<file path="src/design/crc_pkg.sv">
// Shared types, codes and field widths of the circle raster canvas.
package crc_pkg;

    localparam int unsigned COORD_W    = 20;
    localparam int unsigned BYTE_W     = 8;
    localparam int unsigned ROWCOL_W   = 9;
    localparam int unsigned CFG_DIM_W  = 10;
    localparam int unsigned APB_ADDR_W = 4;
    localparam int unsigned APB_DATA_W = 32;

    localparam logic [1:0] OP_CLEAR = 2'd0;
    localparam logic [1:0] OP_DRAW  = 2'd1;
    localparam logic [1:0] OP_READ  = 2'd2;

    localparam logic [1:0] ST_OK           = 2'd0;
    localparam logic [1:0] ST_BAD_RADIUS   = 2'd1;
    localparam logic [1:0] ST_OUT_OF_RANGE = 2'd2;

    localparam logic [1:0] REG_WIDTH      = 2'd0;
    localparam logic [1:0] REG_HEIGHT     = 2'd1;
    localparam logic [1:0] REG_BACKGROUND = 2'd2;

    localparam logic [CFG_DIM_W-1:0] WIDTH_RESET      = 10'd1;
    localparam logic [CFG_DIM_W-1:0] HEIGHT_RESET     = 10'd1;
    localparam logic [BYTE_W-1:0]    BACKGROUND_RESET = 8'd32;

    // Work that the raster engine has to carry out for one command.
    typedef enum logic [1:0] {
        K_CLEAR,
        K_DRAW,
        K_READ,
        K_REPLY
    } t_kind;

    typedef struct packed {
        t_kind                      kind;
        logic [1:0]                 status;
        logic                       filled;
        logic signed [COORD_W-1:0]  center_x;
        logic signed [COORD_W-1:0]  center_y;
        logic signed [COORD_W-1:0]  radius;
        logic [BYTE_W-1:0]          paint;
        logic [ROWCOL_W-1:0]        read_row;
        logic [ROWCOL_W-1:0]        read_col;
    } t_cmd;

endpackage

</file>
<file path="src/design/crc_queue.sv">
// Two-entry command queue between the front end and the raster engine.
module crc_queue (
    input  logic          i_clk,
    input  logic          i_rst_n,
    input  logic          i_push,
    input  crc_pkg::t_cmd i_push_cmd,
    output logic          o_full,
    input  logic          i_pop,
    output crc_pkg::t_cmd o_head,
    output logic          o_empty
);
    import crc_pkg::*;

    t_cmd       r_entry [2];
    logic       r_wr_ptr;
    logic       r_rd_ptr;
    logic [1:0] r_count;

    assign o_full  = (r_count == 2'd2);
    assign o_empty = (r_count == 2'd0);
    assign o_head  = r_entry[r_rd_ptr];

    always_ff @(posedge i_clk) begin
        if (!i_rst_n) begin
            r_wr_ptr <= 1'b0;
            r_rd_ptr <= 1'b0;
            r_count  <= 2'd0;
        end else begin
            if (i_push) begin
                r_wr_ptr <= ~r_wr_ptr;
            end
            if (i_pop) begin
                r_rd_ptr <= ~r_rd_ptr;
            end
            if (i_push && !i_pop) begin
                r_count <= r_count + 2'd1;
            end else if (i_pop && !i_push) begin
                r_count <= r_count - 2'd1;
            end
        end
    end

    always_ff @(posedge i_clk) begin
        if (i_push) begin
            r_entry[r_wr_ptr] <= i_push_cmd;
        end
    end

endmodule

</file>
<file path="config.mk">
export PLATFORM = sky130hd
export DESIGN_NAME = crc_queue
export DESIGN_NICKNAME = d
export VERILOG_FILES = /design/src/design/crc_pkg.sv /design/src/design/crc_queue.sv
export SDC_FILE = /design/constraint.sdc
export NUM_CORES = 1
export LEC_CHECK = 0
export ABC_AREA = 1
export BUFFER_PORTS_ARGS = -buffer_cell sky130_fd_sc_hd__buf_2
export CORE_MARGIN = 1.5
export CORE_UTILIZATION = 47
export CTS_CLUSTER_SIZE = 20
export DETAILED_ROUTE_END_ITERATION = 8
export PLACE_DENSITY = 0.75
export SLEW_MARGIN = 20
export SYNTH_ARGS = -nofsm -noshare
export SYNTH_HDL_FRONTEND = slang
export SYNTH_SLANG_ARGS = --single-unit
</file>
<file path="constraint.sdc">
create_clock -name i_clk -period 5.84 [get_ports i_clk]
set_input_delay 0.584 -clock i_clk [delete_from_list [all_inputs] [get_ports i_clk]]
set_output_delay 0.584 -clock i_clk [all_outputs]
set_load 0.02 [all_outputs]
</file>
==> run_results.csv <==
group,metric,value,unit
timing,skew,0.00382,ns
cts,cts_resized,0,
die,core_region_area,0.0151,mm2
cts,cts_setup_buffers,0,
timing,hold_violations,0,
cts,ctsHoldBuffers,0,
cts,cts_buffer_depth,2,
timing,setup-violations-final,0,
timing,setup_tns,0,ns
timing,relSlewSlack,32.1,%
layout,nFillCells,1145,
synthesis,syn_area,0.00725,mm2
routing,first_pass_iters,4,
cts,cts_made_buffers,17,
critical_path,crit_buf_inv,2,
synthesis,synthCells,318,
status,status,"finished clean",
cts,cts_root_buffer,"clkbuf_16",
global_routing,grt_overflow,0,
timing,drv_slew,0,
critical_path,required,5.26,ns
die,rows,45,
cts,htree_num_levels,4,
global_routing,grt_max_degree,73,
routing,met2_length,5970,um
routing,drt_wl_total,12000,um
routing,drt-initial-drc-count,174,
global_routing,grt_pass1_vias,3569,
cts,clock_latency,0.41,ns
routing,wl_met1,4890,um
critical_path,path_delay_family,"flip-flops",
cts,cts_sinks,187,
critical_path,cp-end-kind,"primary output",
synthesis,syn_avg_cell_area,22.8,um2
routing,drc_errors,0,
die,boundaryPins,188,
place,numPortBuffers,187,
critical_path,crit_slowest_cell,"dfxtp_4",
place,dp.final_hpwl,7790,um
routing,top_layer,"met5",
layout,layout_common_cells,"buf_2 (187), edfxtp_1 (182), mux2_4 (90), clkbuf_16 (17)",
critical_path,start_kind,"register",
power,p_leak,3.56,nW
die,dieArea,0.0162,mm2
cts,cts_tree,"built",
layout,drive_gt1_share,58.3,%
synthesis,syn-num-nets,414,
synthesis,seq_area_frac_synth,76.8,%
routing,wl_per_cell,16.7,um
timing,min_period,3.30,ns
routing,met3_length,971,um
die,die-height,127,um
routing,via_per_inst,4.87,
routing,num_vias,3491,
layout,final_nets,613,
timing,timing.fmax,303,MHz
critical_path,critPathKind,"reg -> out",
critical_path,slowest_delay,1.03,ns
synthesis,yosys.area.top_type,"edfxtp_1",
min_path,hold_path.class,"in -> reg",
synthesis,yosys_warnings,0,
synthesis,yosys.area.top_type_share,75.4,%
synthesis,synth_cell_types,14,
die,die_w,127,um
die,start_util,47.8,%
power,ir_drop,181,uV
global_routing,antenna_found_initial,2,
timing,hold_ws,0.355,ns
run,maxCapViolations,0,
routing,antenna_left,0,
synthesis,yosys-top-cells-area,"edfxtp_1 (75%), mux2_4 (19%), buf_12 (2.5%)",
global_routing,grt_usage,15.3,%
timing,fin_crit_sh,56.5,%
critical_path,arrival,2.72,ns
critical_path,critPathMaxFanout,54,
power,cellPowerDensity,347,mW/mm2
layout,area_growth,22.2,%
place,gp_congestion,0.671,
critical_path,path_cells,"buf_4 > mux2_4 > buf_2",
timing,rsz0062_at_grt,"no",
layout,layout_commonest_cell,"buf_2",
timing,worstMarginPinSlew,1.02,ns
cts,path_clk_slew,0.06,ns
synthesis,ys_ff_latch,187,
global_routing,grt_pass1_wl,18100,um
sequential cells by signal, indices dropped and copies added, names as in the netlist, named ones only:
signal	flops
r_entry	182
r_count	2
r_wr_ptr	1
r_rd_ptr	1
power by group:
group	total (mW)	switching [mW]	internal (mW)
combinational	0.336	0.179	0.156
sequential	1.59	0.0335	1.55
clock	1.15	0.441	0.708
cell families after synthesis:
group | share of synthesized area (%)
AO/OA/AOI/OAI | 0.138
adder cells (fa/ha/maj) | 0.173
buffers and inverters | 3.06
AND/OR/NAND/NOR | 1.04
flip-flops | 76.8
multiplexers | 18.8
cell usage after synthesis (all sizes together):
| cell type | number |
|---|---|
| inv | 8 |
| buf | 10 |
| ha | 1 |
| edfxtp | 182 |
| dfxtp | 5 |
| nand4 | 1 |
| o21ai | 1 |
| nand2 | 8 |
| mux2 | 91 |
| a21oi | 1 |
| nand3 | 1 |
| nor2 | 9 |
path summary, 6_finish.rpt:
path	from	endpoint	slack [ns]	cells after the start
hold / removal	i_push_cmd[1]	r_entry[1][1]	0.35	1
setup / recovery	register	o_head[10]	2.54	3
hold reg to reg	r_rd_ptr	r_rd_ptr	0.51	2
setup reg to reg	r_wr_ptr	r_entry[0][69]	3.71	2
layout make-up:
| type | instances | area (um2) | area share, % |
|---|---|---|---|
| clock inverter | 9 | 148 | 1.67 |
| clock buffer | 21 | 440 | 4.97 |
| tap | 188 | 235 | 2.66 |
| sequential | 187 | 5570 | 62.9 |
| inverter | 8 | 32.5 | 0.367 |
| timing repair buffer | 190 | 958 | 10.8 |
| antenna | 1 | 2.50 | 0.0283 |
| multi-input combinational | 113 | 1470 | 16.6 |
stage by stage:
stage	power (mW)	setup WS, ns	area [um2]	util [%]	std cells
after floorplan	1.86	0.862	7250	-	318
after global placement	1.95	2.95	8260	54.6	686
after detailed placement	1.96	2.92	8260	54.6	686
after CTS	3.11	2.46	8850	58.4	716
after global routing	3.19	2.37	8850	58.4	716
final	3.07	2.54	8850	58.5	717
routing by layer:
| layer | track usage, % | up-vias |
|---|---|---|
| met5 | 0 | - |
| met3 | 6.83 | 13 |
| met4 | 5.28 | 2 |
| li1 | - | 1643 |
| met1 | 17.6 | 1708 |
| met2 | 25.5 | 125 |
Note: power is estimated with default switching activity, not from simulation.
