<file path="src/design/crc_pkg.sv">
// Shared types, codes and field widths of the circle raster canvas.
package crc_pkg;

    localparam int unsigned COORD_W    = 20;
    localparam int unsigned BYTE_W     = 8;
    localparam int unsigned ROWCOL_W   = 9;
    localparam int unsigned CFG_DIM_W  = 10;
    localparam int unsigned APB_ADDR_W = 4;
    localparam int unsigned APB_DATA_W = 32;

    localparam logic [1:0] OP_CLEAR = 2'd0;
    localparam logic [1:0] OP_DRAW  = 2'd1;
    localparam logic [1:0] OP_READ  = 2'd2;

    localparam logic [1:0] ST_OK           = 2'd0;
    localparam logic [1:0] ST_BAD_RADIUS   = 2'd1;
    localparam logic [1:0] ST_OUT_OF_RANGE = 2'd2;

    localparam logic [1:0] REG_WIDTH      = 2'd0;
    localparam logic [1:0] REG_HEIGHT     = 2'd1;
    localparam logic [1:0] REG_BACKGROUND = 2'd2;

    localparam logic [CFG_DIM_W-1:0] WIDTH_RESET      = 10'd1;
    localparam logic [CFG_DIM_W-1:0] HEIGHT_RESET     = 10'd1;
    localparam logic [BYTE_W-1:0]    BACKGROUND_RESET = 8'd32;

    // Work that the raster engine has to carry out for one command.
    typedef enum logic [1:0] {
        K_CLEAR,
        K_DRAW,
        K_READ,
        K_REPLY
    } t_kind;

    typedef struct packed {
        t_kind                      kind;
        logic [1:0]                 status;
        logic                       filled;
        logic signed [COORD_W-1:0]  center_x;
        logic signed [COORD_W-1:0]  center_y;
        logic signed [COORD_W-1:0]  radius;
        logic [BYTE_W-1:0]          paint;
        logic [ROWCOL_W-1:0]        read_row;
        logic [ROWCOL_W-1:0]        read_col;
    } t_cmd;

endpackage

</file>
<file path="src/design/crc_front.sv">
// Command front end: configuration registers, APB access and command classification.
module crc_front #(
    parameter int unsigned MAX_SIDE = 512
) (
    input  logic                                  i_clk,
    input  logic                                  i_rst_n,
    input  logic                                  psel,
    input  logic                                  penable,
    input  logic                                  pwrite,
    input  logic [crc_pkg::APB_ADDR_W-1:0]        paddr,
    input  logic [crc_pkg::APB_DATA_W-1:0]        pwdata,
    output logic [crc_pkg::APB_DATA_W-1:0]        prdata,
    output logic                                  pready,
    input  logic [1:0]                            i_op,
    input  logic                                  i_filled,
    input  logic signed [crc_pkg::COORD_W-1:0]    i_center_x,
    input  logic signed [crc_pkg::COORD_W-1:0]    i_center_y,
    input  logic signed [crc_pkg::COORD_W-1:0]    i_radius,
    input  logic [crc_pkg::BYTE_W-1:0]            i_ink_byte,
    input  logic [crc_pkg::ROWCOL_W-1:0]          i_read_row,
    input  logic [crc_pkg::ROWCOL_W-1:0]          i_read_col,
    output crc_pkg::t_cmd                         o_cmd,
    output logic [$clog2(MAX_SIDE+1)-1:0]         o_used_w,
    output logic [$clog2(MAX_SIDE+1)-1:0]         o_used_h
);
    import crc_pkg::*;

    localparam int unsigned DIM_W = $clog2(MAX_SIDE + 1);

    logic [CFG_DIM_W-1:0] r_width;
    logic [CFG_DIM_W-1:0] r_height;
    logic [BYTE_W-1:0]    r_background;
    logic [1:0]           w_reg_idx;
    logic                 w_empty;
    logic                 w_outside;

    assign w_reg_idx = paddr[3:2];
    assign pready    = 1'b1;

    always_ff @(posedge i_clk) begin
        if (!i_rst_n) begin
            r_width      <= WIDTH_RESET;
            r_height     <= HEIGHT_RESET;
            r_background <= BACKGROUND_RESET;
        end else if (psel && penable && pwrite) begin
            unique case (w_reg_idx)
                REG_WIDTH:      r_width      <= pwdata[CFG_DIM_W-1:0];
                REG_HEIGHT:     r_height     <= pwdata[CFG_DIM_W-1:0];
                REG_BACKGROUND: r_background <= pwdata[BYTE_W-1:0];
                default: ;
            endcase
        end
    end

    always_comb begin
        unique case (w_reg_idx)
            REG_WIDTH:      prdata = APB_DATA_W'(r_width);
            REG_HEIGHT:     prdata = APB_DATA_W'(r_height);
            REG_BACKGROUND: prdata = APB_DATA_W'(r_background);
            default:        prdata = '0;
        endcase
    end

    // Dimensions beyond the physical canvas are clipped to it.
    assign o_used_w = (11'(r_width) > 11'(MAX_SIDE)) ? DIM_W'(MAX_SIDE) : DIM_W'(r_width);
    assign o_used_h = (11'(r_height) > 11'(MAX_SIDE)) ? DIM_W'(MAX_SIDE) : DIM_W'(r_height);

    assign w_empty   = (o_used_w == '0) || (o_used_h == '0);
    assign w_outside = (11'(i_read_row) >= 11'(o_used_h)) || (11'(i_read_col) >= 11'(o_used_w));

    always_comb begin
        o_cmd.kind     = K_REPLY;
        o_cmd.status   = ST_OK;
        o_cmd.filled   = i_filled;
        o_cmd.center_x = i_center_x;
        o_cmd.center_y = i_center_y;
        o_cmd.radius   = i_radius;
        o_cmd.paint    = i_ink_byte;
        o_cmd.read_row = i_read_row;
        o_cmd.read_col = i_read_col;
        unique case (i_op)
            OP_CLEAR: begin
                o_cmd.paint = r_background;
                if (!w_empty) begin
                    o_cmd.kind = K_CLEAR;
                end
            end
            OP_DRAW: begin
                if (i_radius <= 20'sd0) begin
                    o_cmd.status = ST_BAD_RADIUS;
                end else if (!w_empty) begin
                    o_cmd.kind = K_DRAW;
                end
            end
            OP_READ: begin
                if (w_outside) begin
                    o_cmd.status = ST_OUT_OF_RANGE;
                end else begin
                    o_cmd.kind = K_READ;
                end
            end
            default: ;
        endcase
    end

endmodule

</file>
<file path="config.mk">
export PLATFORM = sky130hd
export DESIGN_NAME = crc_front
export DESIGN_NICKNAME = d
export VERILOG_FILES = /design/src/design/crc_pkg.sv /design/src/design/crc_front.sv
export SDC_FILE = /design/constraint.sdc
export NUM_CORES = 1
export LEC_CHECK = 0
export ABC_AREA = 1
export BUFFER_PORTS_ARGS = -buffer_cell sky130_fd_sc_hd__buf_4
export CORE_ASPECT_RATIO = 0.5
export CORE_UTILIZATION = 34
export CTS_CLUSTER_DIAMETER = 80
export DETAILED_ROUTE_END_ITERATION = 8
export PLACE_DENSITY = 0.75
export SLEW_MARGIN = 20
export SYNTH_ARGS = -nofsm -noshare
export SYNTH_HDL_FRONTEND = slang
export SYNTH_SLANG_ARGS = --single-unit
</file>
<file path="constraint.sdc">
create_clock -name i_clk -period 2.7 [get_ports i_clk]
set_input_delay 0.54 -clock i_clk [delete_from_list [all_inputs] [get_ports i_clk]]
set_output_delay 0.54 -clock i_clk [all_outputs]
set_load 0.1 [all_outputs]
</file>
==> impl_metrics.json <==
{
  "status": "finished with violations",
  "critPathRequiredTime_ns": 2.16,
  "cts-buffers-inserted": 3,
  "synth_cells": 438,
  "skew_ns": 0,
  "slew_violations": 0,
  "syn_avg_cell_area_um2": 6.74,
  "arrival_ns": 2.46,
  "violations": "setup timing",
  "fillers": 707,
  "gr-total-overflow": 0,
  "pre_cts_slack_ns": -0.213,
  "p_sw_frac": 0.500,
  "final_cells": 662,
  "cap_viol_max_count": 0,
  "cts_tree": "yes",
  "synthArstFlopShare": 0,
  "final_hold_viol_count": 0,
  "critPathLaunchType": "register",
  "path_clk_slew_ns": 0.06,
  "cp_max_fo": 8,
  "p_seq_frac": 0.248,
  "p_sw_mw": 0.862,
  "core_mm2": 0.00820,
  "layout.nets": 704,
  "min_period_ns": 3.00,
  "drc_errors": 0,
  "post-route-period-util": 1.11,
  "critPathKind": "reg2out",
  "antenna_found_initial": 0,
  "fp-row-count": 23,
  "gp_congestion": 0.821,
  "ys.flop_type": "dfxtp_1",
  "dr.pass1.iters": 4,
  "grt_pass1_wl_mm": 12.2,
  "die_w_um": 134,
  "synth_area_mm2": 0.00295,
  "ys_ff_latch": 28,
  "power.leakage_nw": 2.14,
  "place_inst": 644,
  "cts_buffer_depth": 2,
  "max_freq_mhz": 333,
  "antenna_cells": 0,
  "drive_gt1_frac": 0.558,
  "setup_viol": 2,
  "comb_power_share": 0.562,
  "clockPowerShare": 0.190,
  "hpwl_mm": 6.77,
  "setup_ws_ns": -0.299,
  "detail_route.vias_per_cell": 4.46,
  "portBuffers": 144,
  "synth_edf_count": 0,
  "cts_hold_buf": 0,
  "p_per_area_mw_per_mm2": 398,
  "cts-root-buf": "clkbuf_16",
  "yosysUniqueCellTypes": 32,
  "grt_max_degree": 29,
  "grtUsageTotal": 0.170,
  "first_iter_violations": 118,
  "ys_warn_count": 0,
  "initial_core_util": 0.360,
  "finalHoldWorstSlack_ns": 0.499,
  "insertion_delay_ns": 0.26,
  "die_y_um": 67.9,
  "syn2layout_area_growth_pct": 46.8,
  "power.total_mw": 1.72,
  "wl_mm": 8.69,
  "pin_count": 274,
  "ant_nets": 0,
  "peakVddDrop_mv": 0.219,
  "first_global_vias": 2638,
  "wl_per_cell_um": 13.1,
  "die_area_mm2": 0.00908,
  "htreeDepth": 1,
  "rsz0062_at_grt": "yes",
  "hold_class": "reg2reg",
  "end_kind": "primary output",
  "via_count": 2953,
  "numClockSinks": 28,
  "power.internal_mw": 0.862,
  "synth-seq-area-share": 0.190
}
==> layout make-up <==
class | count | area, µm² | area share
clock buffer | 3 | 75.1 | 0.0173
inverter | 66 | 265 | 0.0612
multi-input combinational | 254 | 1750 | 0.404
sequential | 28 | 569 | 0.131
tap | 112 | 140 | 0.0323
timing repair buffer | 199 | 1530 | 0.353
==> worst paths after layout <==
path	startpoint	end	slack, ns	cells after the start
min	r_background[5]	r_background[5]	0.50	2
max reg2reg	r_height[4]	r_height[4]	1.82	4
min reg2reg	r_background[5]	r_background[5]	0.50	2
max	r_height[4]	o_cmd[88]	-0.30	18
==> stage by stage <==
stage	area (µm²)	setup TNS [ns]	utilization
floorplan	3190	-3.03	-
global placement	3920	-0.299	0.478
detailed placement	3920	-0.423	0.478
CTS	4190	-0.623	0.511
global route	4330	-0.803	0.528
finish	4330	-0.589	0.528
==> cells by family after synthesis <==
group,count (synthesis),synth area share
flip-flops,28,0.190
other,2,0.00254
AO/OA/AOI/OAI,63,0.125
multiplexers,7,0.0267
AND/OR/NAND/NOR,139,0.201
buffers and inverters,177,0.362
adder cells (fa/ha/maj),22,0.0933
==> placed cells by master, fill, tap and decap left out, types with 2 or more instances in the layout <==
| master | synthesis | routed |
|---|---|---|
| conb_1 | 2 | 23 |
| nor2_4 | 4 | 23 |
| nand2_4 | 0 | 3 |
| ha_1 | 22 | 15 |
| clkbuf_16 | 0 | 3 |
| o211ai_1 | 2 | 2 |
| ha_4 | 0 | 7 |
| a21oi_2 | 1 | 2 |
| nand3_1 | 10 | 6 |
| nand3_2 | 0 | 4 |
| inv_1 | 58 | 40 |
| nor2_2 | 0 | 9 |
| inv_8 | 0 | 2 |
| buf_12 | 0 | 3 |
| o22ai_2 | 0 | 2 |
| nor2_1 | 58 | 30 |
| o221ai_1 | 8 | 7 |
| inv_2 | 7 | 23 |
| dfxtp_2 | 0 | 7 |
| nand4_1 | 2 | 2 |
| dfxtp_1 | 28 | 21 |
| o21ai_0 | 23 | 23 |
| buf_4 | 102 | 196 |
| a21boi_2 | 0 | 2 |
| nand2_2 | 0 | 10 |
| a21oi_1 | 22 | 21 |
| mux2_2 | 7 | 7 |
| nand2_1 | 60 | 47 |
==> registers in the layout, summed over array words and instances (netlist names) <==
signal and cells:
r_width 10, r_height 10, r_background 8
==> routing by layer <==
layer / wire length (µm) / global-route usage / share of wire
met5: 0 / 0 / 0
met4: 160 / 0.0384 / 0.018
met3: 439 / 0.0267 / 0.051
met2: 4660 / 0.335 / 0.54
met1: 3430 / 0.198 / 0.39
==> synth_stat cells (all sizes together), types with 2 or more instances <==
cell type / n / area (µm²)
ha: 22 / 275
nor2: 62 / 263
o221ai: 8 / 70.1
buf: 106 / 798
nand4: 2 / 12.5
a21oi: 23 / 119
o22ai: 2 / 12.5
dfxtp: 28 / 561
mux2: 7 / 78.8
nand3: 11 / 67.6
inv: 66 / 250
clkbuf: 5 / 20.0
a21boi: 2 / 15.0
o21ai: 25 / 129
o211ai: 2 / 15.0
conb: 2 / 7.51
nand2: 60 / 225
==> timing repair <==
item / CTS / global route
pin swaps: 25 / 23
endpoints found under the setup margin: 2 / 3
buffers inserted: 14 / 5
resized for setup: 43 / 36
==> worst max-delay path: stages, from the launching register on <==
cell and delay, ns:
dfxtp_2 0.34, inv_2 0.06, nand2_2 0.05, nor2_2 0.12
nand2_1 0.07, nand2_2 0.11, inv_8 0.08, nor2_4 0.12
inv_2 0.06, ha_4 0.28, nand2_4 0.05, nor2_2 0.13
nand3_1 0.13, nand3_1 0.12, nor2_2 0.05, nand2_2 0.08
nand2_4 0.06, nor2_4 0.10, buf_12 0.18
==> power by group through the flow <==
stage,clock [mW],combinational (mW),sequential (mW)
floorplan,0,1.04,0.434
global placement,0,0.902,0.435
detailed placement,0,0.911,0.435
CTS,0.333,0.944,0.426
finish,0.328,0.969,0.428
global route,0.350,1.01,0.428
Note: power is estimated with default switching activity, not from simulation.
